File: config.mk
export PLATFORM = sky130hd
export DESIGN_NAME = arp_spoof_monitor_flat
export DESIGN_NICKNAME = d
export VERILOG_FILES = /design/src/asm_pkg.sv /design/src/asm_if.sv /design/src/asm_match_unit.sv /design/src/arp_spoof_monitor.sv /design/src/flat_wrapper.sv
export VERILOG_INCLUDE_DIRS = /design/src /design/src/src
export SDC_FILE = /design/constraint.sdc
export NUM_CORES = 1
export LEC_CHECK = 0
export BUFFER_PORTS_ARGS = -buffer_cell sky130_fd_sc_hd__buf_2
export CORE_AREA = 2 2 407 308
export CTS_CLUSTER_DIAMETER = 100
export DETAILED_ROUTE_END_ITERATION = 16
export DIE_AREA = 0 0 409 310
export GPL_TIMING_DRIVEN = 0
export PLACE_DENSITY = 0.55
export SYNTH_ARGS = -nofsm -noshare
export SYNTH_HDL_FRONTEND = slang
export SYNTH_SLANG_ARGS = --single-unit
File: constraint.sdc
create_clock -name clock -period 10.8 [get_ports clock]
set_clock_uncertainty 0.15 [all_clocks]
set_input_delay 1.08 -clock clock [delete_from_list [all_inputs] [get_ports clock]]
set_output_delay 1.08 -clock clock [all_outputs]
set_load 0.02 [all_outputs]
File: src/arp_spoof_monitor_macros.svh
// ----------------------------------------------------------------------------
// ARP spoof monitor assertion macros
// Shared concurrent assertion forms, clocked on clock, disabled in reset.
// ----------------------------------------------------------------------------
`ifndef ARP_SPOOF_MONITOR_MACROS_SVH
`define ARP_SPOOF_MONITOR_MACROS_SVH

// same-cycle implication
`define ASM_ASSERT_IMP(label, ante, cons, msg) \
   label: assert property (@(posedge clock) disable iff (reset) (ante) |-> (cons)) \
      else $error(msg);

// next-cycle implication
`define ASM_ASSERT_NXT(label, ante, cons, msg) \
   label: assert property (@(posedge clock) disable iff (reset) (ante) |=> (cons)) \
      else $error(msg);

`endif

File: src/asm_pkg.sv
// ----------------------------------------------------------------------------
// ARP spoof monitor package
// Field widths, operation codes and the compare unit control group.
// ----------------------------------------------------------------------------
`timescale 1ns / 1ps
`default_nettype none

package asm_pkg;

   localparam int OP_W    = 2;
   localparam int SLOT_W  = 3;
   localparam int IP_W    = 32;
   localparam int MAC_W   = 48;
   localparam int COUNT_W = 4;

   localparam logic [OP_W-1:0] OP_LOAD  = 2'd0;
   localparam logic [OP_W-1:0] OP_CHECK = 2'd1;
   localparam logic [OP_W-1:0] OP_CLEAR = 2'd2;

   typedef struct packed {
      logic clear;
      logic step;
   } cmp_ctl_type;

endpackage

`default_nettype wire

File: src/asm_if.sv
// ----------------------------------------------------------------------------
// ARP spoof monitor channels
// Valid/ready interfaces for the operation channel and the result channel.
// ----------------------------------------------------------------------------
`timescale 1ns / 1ps
`default_nettype none

interface asm_req_if;
   logic                            valid;
   logic                            ready;
   logic [asm_pkg::OP_W-1:0]        op;
   logic [asm_pkg::SLOT_W-1:0]      entry_index;
   logic [asm_pkg::IP_W-1:0]        ip_addr;
   logic [asm_pkg::MAC_W-1:0]       mac_addr;
   logic [asm_pkg::IP_W-1:0]        sender_ip;

   modport source (output valid, op, entry_index, ip_addr, mac_addr, sender_ip,
                   input ready);
   modport sink   (input valid, op, entry_index, ip_addr, mac_addr, sender_ip,
                   output ready);
endinterface

interface asm_rsp_if;
   logic                            valid;
   logic                            ready;
   logic                            alert;
   logic                            newly_recorded;
   logic                            alarm_on;
   logic signed [asm_pkg::COUNT_W-1:0] attacked_count;
   logic [asm_pkg::IP_W-1:0]        offender_ip;
   logic [asm_pkg::MAC_W-1:0]       offender_mac;

   modport source (output valid, alert, newly_recorded, alarm_on, attacked_count,
                   offender_ip, offender_mac, input ready);
   modport sink   (input valid, alert, newly_recorded, alarm_on, attacked_count,
                   offender_ip, offender_mac, output ready);
endinterface

`default_nettype wire

File: src/asm_match_unit.sv
// ----------------------------------------------------------------------------
// ARP spoof monitor match unit
// Shared 48-bit equality compare with a sticky hit flag over one scan.
// ----------------------------------------------------------------------------
`timescale 1ns / 1ps
`default_nettype none

module asm_match_unit (
   input  wire                          clock,
   input  wire                          reset,
   input  asm_pkg::cmp_ctl_type         ctl,
   input  wire  [asm_pkg::MAC_W-1:0]    oper_a,
   input  wire  [asm_pkg::MAC_W-1:0]    oper_b,
   output logic                         hit
);

   logic hit_ff;
   logic equal;

   assign equal = (oper_a == oper_b);
   assign hit   = hit_ff | (ctl.step & equal);

   always_ff @(posedge clock) begin
      if (reset) begin
         hit_ff <= 1'b0;
      end else if (ctl.clear) begin
         hit_ff <= 1'b0;
      end else if (ctl.step) begin
         hit_ff <= hit_ff | equal;
      end
   end

endmodule

`default_nettype wire

File: src/arp_spoof_monitor.sv
// ----------------------------------------------------------------------------
// ARP spoof monitor
// Trusted IP/MAC table, attacked-IP ring and latched alarm, scanned by one
// shared comparator under a small sequencer.
//
//   Channel  Dir  Handshake     Payload
//   req      in   valid/ready   op, entry_index, ip_addr, mac_addr, sender_ip
//   rsp      out  valid/ready   alert, newly_recorded, alarm_on, attacked_count,
//                               offender_ip, offender_mac
//
// Load, clear and unused op: the accepted item goes through S_DONE into the rsp register.
// Check: scans S_IP, then S_MAC, then S_RING, one table entry per cycle through
// the single 48-bit comparator, then S_DONE; the MAC scan is skipped on an IP
// miss and the ring scan on a trusted MAC.
// One item in flight; the next is taken once the result sits in the rsp register.
// A stalled rsp holds the finished item and the sequencer in its last state.
// Synchronous reset zeroes all tables, sets the ring pointer to one, drops alarm.
// ----------------------------------------------------------------------------
`timescale 1ns / 1ps
`default_nettype none

`include "arp_spoof_monitor_macros.svh"

module arp_spoof_monitor #(
   parameter int TRUSTED_ENTRIES  = 5,
   parameter int ATTACKED_ENTRIES = 8
) (
   input  wire       clock,
   input  wire       reset,
   asm_req_if.sink   req,
   asm_rsp_if.source rsp
);

   localparam int MAX_ENTRIES = (TRUSTED_ENTRIES > ATTACKED_ENTRIES) ?
                                TRUSTED_ENTRIES : ATTACKED_ENTRIES;
   localparam int CNT_W = $clog2(MAX_ENTRIES);
   localparam int TI_W  = (TRUSTED_ENTRIES > 1) ? $clog2(TRUSTED_ENTRIES) : 1;
   localparam int PTR_W = $clog2(ATTACKED_ENTRIES);
   localparam int IP_W  = asm_pkg::IP_W;
   localparam int MAC_W = asm_pkg::MAC_W;

   typedef enum logic [2:0] {
      S_IDLE,
      S_IP,
      S_MAC,
      S_RING,
      S_DONE
   } state_type;

   state_type                  state_ff;
   logic [CNT_W-1:0]           cnt_ff;
   logic                       ip_hit_ff;
   logic                       mac_hit_ff;
   logic                       ring_hit_ff;
   logic [PTR_W-1:0]           ptr_ff;
   logic                       alarm_ff;

   logic [asm_pkg::OP_W-1:0]   op_ff;
   logic [asm_pkg::SLOT_W-1:0] slot_ff;
   logic [IP_W-1:0]            ip_ff;
   logic [MAC_W-1:0]           mac_ff;
   logic [IP_W-1:0]            sip_ff;

   logic [IP_W-1:0]            trusted_ip_ff  [TRUSTED_ENTRIES];
   logic [MAC_W-1:0]           trusted_mac_ff [TRUSTED_ENTRIES];
   logic [IP_W-1:0]            attacked_ff    [ATTACKED_ENTRIES];

   logic                       rsp_valid_ff;
   logic                       rsp_alert_ff;
   logic                       rsp_rec_ff;
   logic                       rsp_alarm_ff;
   logic [asm_pkg::COUNT_W-1:0] rsp_count_ff;
   logic [IP_W-1:0]            rsp_ip_ff;
   logic [MAC_W-1:0]           rsp_mac_ff;

   asm_pkg::cmp_ctl_type       cmp_ctl;
   logic [MAC_W-1:0]           oper_a;
   logic [MAC_W-1:0]           oper_b;
   logic                       hit;
   logic                       last;
   logic                       accept;
   logic                       out_free;
   logic                       alert;
   logic                       recorded;
   logic [PTR_W-1:0]           ptr_in;

   assign accept   = req.valid & req.ready;
   assign out_free = ~rsp_valid_ff | rsp.ready;
   assign req.ready = (state_ff == S_IDLE);

   always_comb begin
      oper_a = '0;
      oper_b = '0;
      last   = 1'b0;
      unique case (state_ff)
         S_IP: begin
            oper_a = MAC_W'(trusted_ip_ff[cnt_ff[TI_W-1:0]]);
            oper_b = MAC_W'(ip_ff);
            last   = (cnt_ff == CNT_W'(TRUSTED_ENTRIES - 1));
         end
         S_MAC: begin
            oper_a = trusted_mac_ff[cnt_ff[TI_W-1:0]];
            oper_b = mac_ff;
            last   = (cnt_ff == CNT_W'(TRUSTED_ENTRIES - 1));
         end
         S_RING: begin
            oper_a = MAC_W'(attacked_ff[cnt_ff[PTR_W-1:0]]);
            oper_b = MAC_W'(ip_ff);
            last   = (cnt_ff == CNT_W'(ATTACKED_ENTRIES - 1));
         end
         S_IDLE, S_DONE: begin
            last = 1'b0;
         end
         default: begin
            last = 1'b0;
         end
      endcase
   end

   assign cmp_ctl.step  = (state_ff == S_IP) | (state_ff == S_MAC) | (state_ff == S_RING);
   assign cmp_ctl.clear = (state_ff == S_IDLE) | (cmp_ctl.step & last);

   asm_match_unit u_match (
      .clock  (clock),
      .reset  (reset),
      .ctl    (cmp_ctl),
      .oper_a (oper_a),
      .oper_b (oper_b),
      .hit    (hit)
   );

   assign alert    = (op_ff == asm_pkg::OP_CHECK) & ip_hit_ff & ~mac_hit_ff;
   assign recorded = alert & ~ring_hit_ff;
   assign ptr_in   = ~recorded ? ptr_ff :
                     (ptr_ff == PTR_W'(ATTACKED_ENTRIES - 1)) ? '0 : ptr_ff + 1'b1;

   always_ff @(posedge clock) begin
      if (reset) begin
         state_ff     <= S_IDLE;
         cnt_ff       <= '0;
         ip_hit_ff    <= 1'b0;
         mac_hit_ff   <= 1'b0;
         ring_hit_ff  <= 1'b0;
         ptr_ff       <= PTR_W'(1);
         alarm_ff     <= 1'b0;
         rsp_valid_ff <= 1'b0;
         for (int i = 0; i < TRUSTED_ENTRIES; i++) begin
            trusted_ip_ff[i]  <= '0;
            trusted_mac_ff[i] <= '0;
         end
         for (int i = 0; i < ATTACKED_ENTRIES; i++) begin
            attacked_ff[i] <= '0;
         end
      end else begin
         if (rsp.ready) begin
            rsp_valid_ff <= 1'b0;
         end
         unique case (state_ff)
            S_IDLE: begin
               if (accept) begin
                  op_ff       <= req.op;
                  slot_ff     <= req.entry_index;
                  ip_ff       <= req.ip_addr;
                  mac_ff      <= req.mac_addr;
                  sip_ff      <= req.sender_ip;
                  cnt_ff      <= '0;
                  ip_hit_ff   <= 1'b0;
                  mac_hit_ff  <= 1'b0;
                  ring_hit_ff <= 1'b0;
                  state_ff    <= (req.op == asm_pkg::OP_CHECK) ? S_IP : S_DONE;
               end
            end
            S_IP: begin
               cnt_ff <= cnt_ff + 1'b1;
               if (last) begin
                  ip_hit_ff <= hit;
                  cnt_ff    <= '0;
                  state_ff  <= hit ? S_MAC : S_DONE;
               end
            end
            S_MAC: begin
               cnt_ff <= cnt_ff + 1'b1;
               if (last) begin
                  mac_hit_ff <= hit;
                  cnt_ff     <= '0;
                  state_ff   <= hit ? S_DONE : S_RING;
               end
            end
            S_RING: begin
               cnt_ff <= cnt_ff + 1'b1;
               if (last) begin
                  ring_hit_ff <= hit;
                  cnt_ff      <= '0;
                  state_ff    <= S_DONE;
               end
            end
            S_DONE: begin
               if (out_free) begin
                  if (op_ff == asm_pkg::OP_LOAD) begin
                     for (int i = 0; i < TRUSTED_ENTRIES; i++) begin
                        if (32'(slot_ff) == i) begin
                           trusted_ip_ff[i]  <= ip_ff;
                           trusted_mac_ff[i] <= mac_ff;
                        end
                     end
                  end
                  if (op_ff == asm_pkg::OP_CLEAR) begin
                     for (int i = 0; i < ATTACKED_ENTRIES; i++) begin
                        attacked_ff[i] <= '0;
                     end
                  end
                  if (recorded) begin
                     attacked_ff[ptr_ff] <= ip_ff;
                  end
                  ptr_ff       <= ptr_in;
                  alarm_ff     <= alarm_ff | alert;
                  rsp_valid_ff <= 1'b1;
                  rsp_alert_ff <= alert;
                  rsp_rec_ff   <= recorded;
                  rsp_alarm_ff <= alarm_ff | alert;
                  rsp_count_ff <= asm_pkg::COUNT_W'(ptr_in) - 1'b1;
                  rsp_ip_ff    <= alert ? sip_ff : '0;
                  rsp_mac_ff   <= alert ? mac_ff : '0;
                  state_ff     <= S_IDLE;
               end
            end
            default: begin
               state_ff <= S_IDLE;
            end
         endcase
      end
   end

   assign rsp.valid          = rsp_valid_ff;
   assign rsp.alert          = rsp_alert_ff;
   assign rsp.newly_recorded = rsp_rec_ff;
   assign rsp.alarm_on       = rsp_alarm_ff;
   assign rsp.attacked_count = $signed(rsp_count_ff);
   assign rsp.offender_ip    = rsp_ip_ff;
   assign rsp.offender_mac   = rsp_mac_ff;

   `ASM_ASSERT_IMP(a_alert_sets_alarm, rsp.valid && rsp.alert, rsp.alarm_on, "alert without alarm")
   `ASM_ASSERT_IMP(a_record_needs_alert, rsp.valid && rsp.newly_recorded, rsp.alert, "record without alert")
   `ASM_ASSERT_NXT(a_alarm_sticks, alarm_ff, alarm_ff, "alarm released before reset")
   `ASM_ASSERT_NXT(a_busy_after_accept, accept, !req.ready, "ready while item in flight")

endmodule

`default_nettype wire
File: src/flat_wrapper.sv
// flat-port wrapper written by rule: the top's interface ports become plain ports
module arp_spoof_monitor_flat 
#(
   parameter int TRUSTED_ENTRIES  = 5,
   parameter int ATTACKED_ENTRIES = 8
)
  (clock, reset, req_valid, req_op, req_entry_index, req_ip_addr, req_mac_addr, req_sender_ip, req_ready, rsp_valid, rsp_alert, rsp_newly_recorded, rsp_alarm_on, rsp_attacked_count, rsp_offender_ip, rsp_offender_mac, rsp_ready);
  asm_req_if req_i ();
  asm_rsp_if rsp_i ();
  input  wire clock;
  input  wire reset;
  input wire logic [$bits(req_i.valid)-1:0] req_valid;
  input wire logic [$bits(req_i.op)-1:0] req_op;
  input wire logic [$bits(req_i.entry_index)-1:0] req_entry_index;
  input wire logic [$bits(req_i.ip_addr)-1:0] req_ip_addr;
  input wire logic [$bits(req_i.mac_addr)-1:0] req_mac_addr;
  input wire logic [$bits(req_i.sender_ip)-1:0] req_sender_ip;
  output wire logic [$bits(req_i.ready)-1:0] req_ready;
  output wire logic [$bits(rsp_i.valid)-1:0] rsp_valid;
  output wire logic [$bits(rsp_i.alert)-1:0] rsp_alert;
  output wire logic [$bits(rsp_i.newly_recorded)-1:0] rsp_newly_recorded;
  output wire logic [$bits(rsp_i.alarm_on)-1:0] rsp_alarm_on;
  output wire logic [$bits(rsp_i.attacked_count)-1:0] rsp_attacked_count;
  output wire logic [$bits(rsp_i.offender_ip)-1:0] rsp_offender_ip;
  output wire logic [$bits(rsp_i.offender_mac)-1:0] rsp_offender_mac;
  input wire logic [$bits(rsp_i.ready)-1:0] rsp_ready;
  assign req_i.valid = req_valid;
  assign req_i.op = req_op;
  assign req_i.entry_index = req_entry_index;
  assign req_i.ip_addr = req_ip_addr;
  assign req_i.mac_addr = req_mac_addr;
  assign req_i.sender_ip = req_sender_ip;
  assign req_ready = req_i.ready;
  assign rsp_valid = rsp_i.valid;
  assign rsp_alert = rsp_i.alert;
  assign rsp_newly_recorded = rsp_i.newly_recorded;
  assign rsp_alarm_on = rsp_i.alarm_on;
  assign rsp_attacked_count = rsp_i.attacked_count;
  assign rsp_offender_ip = rsp_i.offender_ip;
  assign rsp_offender_mac = rsp_i.offender_mac;
  assign rsp_i.ready = rsp_ready;
  arp_spoof_monitor #(.TRUSTED_ENTRIES(TRUSTED_ENTRIES), .ATTACKED_ENTRIES(ATTACKED_ENTRIES)) u_core (.clock(clock), .reset(reset), .req(req_i), .rsp(rsp_i));
endmodule
# Word level (Yosys, flattened, before mapping)
# Memories as Yosys holds them, arrays and structs flattened. A register that Yosys moved wholly into a read port is not among the register bits.
# Index checks and enable logic that the tools add are counted.
[totals] regBits=219 mem_bits_rw=656 out_inout_bits=89 word_cells=195 n_memories=3
[mem_list] name="u_core.attacked_ff" words=8 word_bits=32 rd=1 rd_clocked_by_memory_dff=1 wr=8 line="arp_spoof_monitor.sv:66" source="logic [IP_W-1:0] attacked_ff [ATTACKED_ENTRIES];"
[mem_list] name="u_core.trusted_mac_ff" words=5 word_bits=48 rd=1 rd_clocked_by_memory_dff=1 wr=5 line="arp_spoof_monitor.sv:65" source="logic [MAC_W-1:0] trusted_mac_ff [TRUSTED_ENTRIES];"
[mem_list] name="u_core.trusted_ip_ff" words=5 word_bits=32 rd=1 rd_clocked_by_memory_dff=1 wr=5 line="arp_spoof_monitor.sv:64" source="logic [IP_W-1:0] trusted_ip_ff [TRUSTED_ENTRIES];"
[classes] addsub=3 eq_ne=20 mux=94 n_bitwise=35 reduce_logical=20
[op_table] operator="2-to-1 mux 32 bit" n=14
[op_table] operator="2-to-1 mux 48 bit" n=5
[op_table] operator="case mux 48 bit (3 select lines)" n=1
[op_table] operator="case mux 48 bit (2 select lines)" n=1
[op_table] operator="2-to-1 mux 3 bit" n=19
[op_table] operator="== test 48 bit" n=1
[op_table] operator="2-to-1 mux 1 bit" n=48
[op_table] operator="OR reduction 32 bit" n=1
[op_table] operator="bitwise OR 1 bit" n=25
[op_table] operator="== test 3 bit (second input constant)" n=5
[op_table] operator="case mux 3 bit (5 select lines)" n=1
[op_table] operator="AND reduction 3 bit" n=5
[op_table] operator="== test 3 x 2 -> 1 bit (second input constant)" n=4
[op_table] operator="!= test 2 x 1 -> 1 bit (second input constant)" n=4
[op_table] operator="case mux 1 bit (2 select lines)" n=4
[op_table] operator="nonzero test 2 bit" n=4
[op_table] operator="adder 3 x 1 -> 3 bit (second input constant)" n=2
[op_table] operator="bitwise AND 1 bit" n=6
[op_table] operator="== test 3 x 1 -> 1 bit (second input constant)" n=2
[op_table] operator="logical NOT 3 bit" n=2
[op_table] operator="case mux 3 bit (2 select lines)" n=1
[op_table] operator="OR reduction 2 bit" n=3
[op_table] operator="AND reduction 5 bit" n=1
[op_table] operator="== test 2 x 1 -> 1 bit (second input constant)" n=2
[op_table] operator="7 further kinds" n=11

# Longest topological paths before layout
[depth] ltp_word=11 ltp_mapped=15 depth_no_buf=10

# Hierarchy
# Synthesis repeated with hierarchy kept, for this count alone.
[unflattened] cells_unflattened=2111 hier_area_um2=35948.2
[by_module_without_submodules] mod="arp_spoof_monitor" instances=1 cells_per_inst=2036 area_per_inst_um2=35348.9 seq_area_each_um2=26165.1
[by_module_without_submodules] mod="asm_match_unit" instances=1 cells_per_inst=75 area_per_inst_um2=599.3 seq_area_each_um2=20.0

# Worst setup path before layout
# Ideal clock, no wire load.
[synth_path] path_type="register -> register" from="register u_core.state_ff[2]" to="memory u_core.trusted_ip_ff[2][0] (enable)" arrival_time_ns=9.840 t_required_ns=10.115 path_slack_ns=0.275 stages_incl_launch_ff=12 path_buffers=5 path_cell_list="dfxtp_1 buf_2 buf_1 buf_2 clkbuf_1 clkbuf_1 nand3_1 nor2_1 nand2_1 nor2_1 nand2_1 o21bai_1"
[synth_lines] item="start, declared" line="arp_spoof_monitor.sv:50" source="state_type state_ff;"
[synth_lines] item="start signal, assigned" line="arp_spoof_monitor.sv:170" source="state_ff <= (req.op == asm_pkg::OP_CHECK) ? S_IP : S_DONE;"
[synth_lines] item="start signal, assigned" line="arp_spoof_monitor.sv:178" source="state_ff <= hit ? S_MAC : S_DONE;"
[synth_lines] item="start signal, assigned" line="arp_spoof_monitor.sv:186" source="state_ff <= hit ? S_DONE : S_RING;"
[synth_lines] item="end, declared" line="arp_spoof_monitor.sv:64"

==> impl_results.md <==
- Async set-reset flop share out of synthesis: 0%
- Final setup TNS: 0 ps
- WP data required: 11140 ps
- Total track usage: 18.5%
- Post-synthesis xor/xnor area fraction: 0.598%
- Fillers: 11800
- H-tree level count: 3
- F_max: 158 MHz
- Crit-path leading delay family: buffers and inverters
- Final wirelength: 119000 microns
- Final period utilization: 58.5%
- Max incr delay on CP: 880 ps
- Post-synthesis mux area share: 9.62%
- WP buf/inv: 7
- Global route overflow: 0
- Root Driver: clkbuf_16
- Yosys cell types: 71
- WHS Endpoint: u_core.mac_hit_ff
- Die Y: 310 microns
- Worst hold-check path type: register to register
- Pre-antenna DRT Iters: 5
- Core Rows: 112
- DR iter-0 viols: 2887
- PostCTS Resize Cnt: 0
- Core area: 123000 sq um
- RR Startpoint: u_core.state_ff[2]
- Crit. End Element: register
- I/O pin count: 210
- ANT nets after route: 0
- Crit path launch type: register
- Clk sinks: 878
- Cell depth of the worst min-delay path: 2
- CP most frequent cell: clkbuf_1
- Ys Warns: 0
- Maximum root-to-sink buffer count: 3
- VDD IR max: 0.000124 V
- Period minus WS final: 6320 ps
- Routed len/inst: 27.9 microns
- Die width: 409 microns
- Synth Area in Compound Gates: 5.05%
- Most common flop cell mapped by yosys: edfxtp_1
- Half-perimeter wire length after placement: 83500 microns
- Worst Path Arrival: 6660 ps
- Post-synth EDFFs: 860
- Total number of vias: 21700
- Vias per inst: 5.09
- Synthesized instance count: 2216
- Post-Synth Simple-Gate Area: 11.1%
- Combinational power share: 19.1%
- Internal power: 6.38 mW
- # Max-Cap Violations: 0
- Starting Density: 29.7%
- Multi-input gate area: 9860 sq um
- Setup Buffers After CTS: 0
- Layout cells sized above 1: 20.8%
- Logic depth of the worst setup path including buffers: 12
- FF-to-FF setup slack: 4480 ps
- Worst path slowest cell: a21oi_1
- Cell Chain, Critical Path: buf_2 -> buf_1 -> buf_2 -> clkbuf_1 -> clkbuf_1 -> nand3_1 -> nor2_4 -> buf_12 -> nand2_1 -> a21oi_1 -> clkbuf_1 -> and2_1
- Storage element area: 26200 sq um
- Clock latency on the worst-skew pair: 700 ps
- Vias in the first global route: 20800
- Static Leakage: 15.1 nW
- Worst-Margin Slew: 1200 ps
- First-pass GRT wire length: 165000 microns
- Sw Ratio: 29.7%
- Die footprint: 127000 sq um
- # hold bufs at CTS: 0
- Hold Violations, Final: 0
- Area Overhead vs Synth: 18.2%
- Clock power share: 33.5%
- Net Count, Synth: 2341
- Syn_area_per_cell: 16.5 sq um
- Register area share after synthesis: 71.5%
- R2r endpoint: u_core.trusted_mac_ff[1][26]
- Hold_sp: u_core.mac_hit_ff
- Final setup vio count: 0
- Synth Area in Adders: 0.137%
- Maximum number of pins on one net before global-route repair: 46
- Sw Pwr: 2.69 mW
- IO buf count: 209
- Hold WS: 351 ps
- Critical path class: register to register
- # DRC: 0
- Slew margin rel.: 19.6%
- Worst Reg-to-Reg Cells: 12
- Mapped Area: 36600 sq um
- Register bit count reported by yosys: 878
- Unrepaired setup endpoints after global routing: false
- GPL Wtd Cong: 0.959
- CTS Buf Count: 88
- CTS tree: done
- Largest family of logic cells by synthesized area: simple AND/OR/NAND/NOR gates
- Final #Nets: 2664
- Worst-path clk slew: 70 ps
- Status: finished clean
- CP max FO: 21
- Initial antenna violation count: 22
- Sequential power share: 47.4%
- Pwr/cell area: 210 nW/um^2
- Pins over their slew limit: 0
==> metal layers <==
metal	track usage, %	vias up	share of wire, %
met5	0	-	0.035
met4	3.99	6	1.8
met3	4.86	138	11
met2	26.5	1103	42
met1	28.0	11200	45
li1	-	9228	-
==> Yosys cell counts (all sizes together) (3+ instances only) <==
cell,number,area share [%]
edfxtp,860,70
and2,421,7.2
mux2i,114,3.1
mux4,103,6.4
a22oi,64,1.3
clkbuf,64,0.66
buf,63,1.2
nor2,63,0.65
nand2,55,0.56
a21oi,43,0.59
nand3b,31,0.64
o21ai,28,0.38
nand2b,20,0.34
dfxtp,18,0.98
nand3,18,0.25
xnor2,18,0.43
inv,17,0.17
nor2b,16,0.27
a211oi,14,0.29
a31oi,13,0.24
o22ai,13,0.22
a221oi,12,0.36
a22o,11,0.26
nor4,11,0.23
a21o,10,0.20
a32o,10,0.27
nand4,10,0.17
nor3,9,0.12
o211ai,8,0.16
or3,8,0.14
or2,7,0.12
xor2,7,0.17
a2111oi,4,0.096
ha,4,0.14
nor3b,4,0.082
and3,3,0.051
mux2,3,0.092
nand4b,3,0.072
nor4b,3,0.089
o2111ai,3,0.072
o221ai,3,0.072
or4,3,0.061
==> registers in the layout, indices dropped and copies added, names as in the netlist, 3 cells and up, named ones only <==
signal                     cells
u_core.mac_ff                 48
u_core.sip_ff                 32
u_core.ip_ff                  32
u_core.ptr_ff                  3
u_core.rsp.offender_ip        32
u_core.rsp.attacked_count      4
u_core.attacked_ff           256
u_core.slot_ff                 3
u_core.trusted_mac_ff        240
u_core.trusted_ip_ff         160
u_core.rsp.offender_mac       48
u_core.state_ff                3
u_core.cnt_ff                  3
==> layout make-up <==
| type | instances | share of cell area, % |
|---|---|---|
| multi-input combinational | 1194 | 22.8 |
| clock buffer | 113 | 5.49 |
| inverter | 17 | 0.147 |
| timing repair buffer | 233 | 3.68 |
| tap | 1653 | 4.78 |
| clock inverter | 44 | 1.03 |
| buffer | 127 | 1.54 |
| sequential | 878 | 60.5 |
| antenna | 6 | 0.0347 |
==> power by group through the flow <==
stage / clock network (mW) / logic (mW) / registers [mW]
final: 3.04 / 1.73 / 4.30
after global routing: 3.23 / 1.81 / 4.33
after CTS: 3.10 / 1.72 / 4.30
after detailed placement: 0 / 1.72 / 4.37
after global placement: 0 / 1.64 / 4.43
after floorplan: 0 / 0.968 / 4.34
==> cells by family after synthesis <==
kind of cell,after synthesis
buf+inv,144
xor+xnor,25
fa+ha+maj,4
flops,878
mux,220
compound gates,257
simple gates,688
==> per-stage QoR <==
| stage | power (mW) | std cells | setup WS, ps | utilization, % | area [sq um] |
|---|---|---|---|---|---|
| finish | 9.08 | 4265 | 4480 | 35.1 | 43300 |
| global route | 9.37 | 4259 | 4350 | 35.1 | 43300 |
| CTS | 9.12 | 4259 | 4590 | 35.1 | 43300 |
| detailed placement | 6.09 | 4102 | 4610 | 32.8 | 40400 |
| global placement | 6.07 | 4078 | -7480 | 32.3 | 39700 |
| floorplan | 5.31 | 2216 | 275 | - | 36600 |
==> cell usage in the layout, fill, tap and decap left out, types with 14 or more instances in the layout <==
cell type  count
o21ai_0       21
inv_1         17
clkbuf_1      81
buf_2        245
buf_12        17
nor2b_1       16
mux4_2        95
xnor2_1       18
dfxtp_1       18
a21oi_1       43
and2_1       421
a211oi_1      14
nand2b_1      18
nor2_1        61
mux2i_1      114
clkbuf_16     89
nand3b_1      31
nand3_1       18
nand2_1       55
edfxtp_1     860
clkinv_1      17
a22oi_1       64
==> worst max-delay path by stage <==
stage                                   from                           end  slack [ps]
after global placement    u_core.state_ff[2]   u_core.trusted_mac_ff[2][6]       -7480
after global routing      u_core.state_ff[2]   u_core.trusted_mac_ff[0][1]        4350
final                     u_core.state_ff[2]  u_core.trusted_mac_ff[1][26]        4480
after floorplan           u_core.state_ff[2]    u_core.trusted_ip_ff[2][0]         270
after detailed placement  u_core.state_ff[2]   u_core.trusted_mac_ff[3][4]        4610
after CTS                 u_core.state_ff[2]  u_core.trusted_mac_ff[0][26]        4590
==> worst register-to-register path: cells and delay by family (launching register included) <==
kind,cells,cell delay (ps)
buf+inv,7,3230
compound gates,1,880
flops,1,430
simple gates,4,1430
Note: power is estimated with default switching activity, not from simulation.
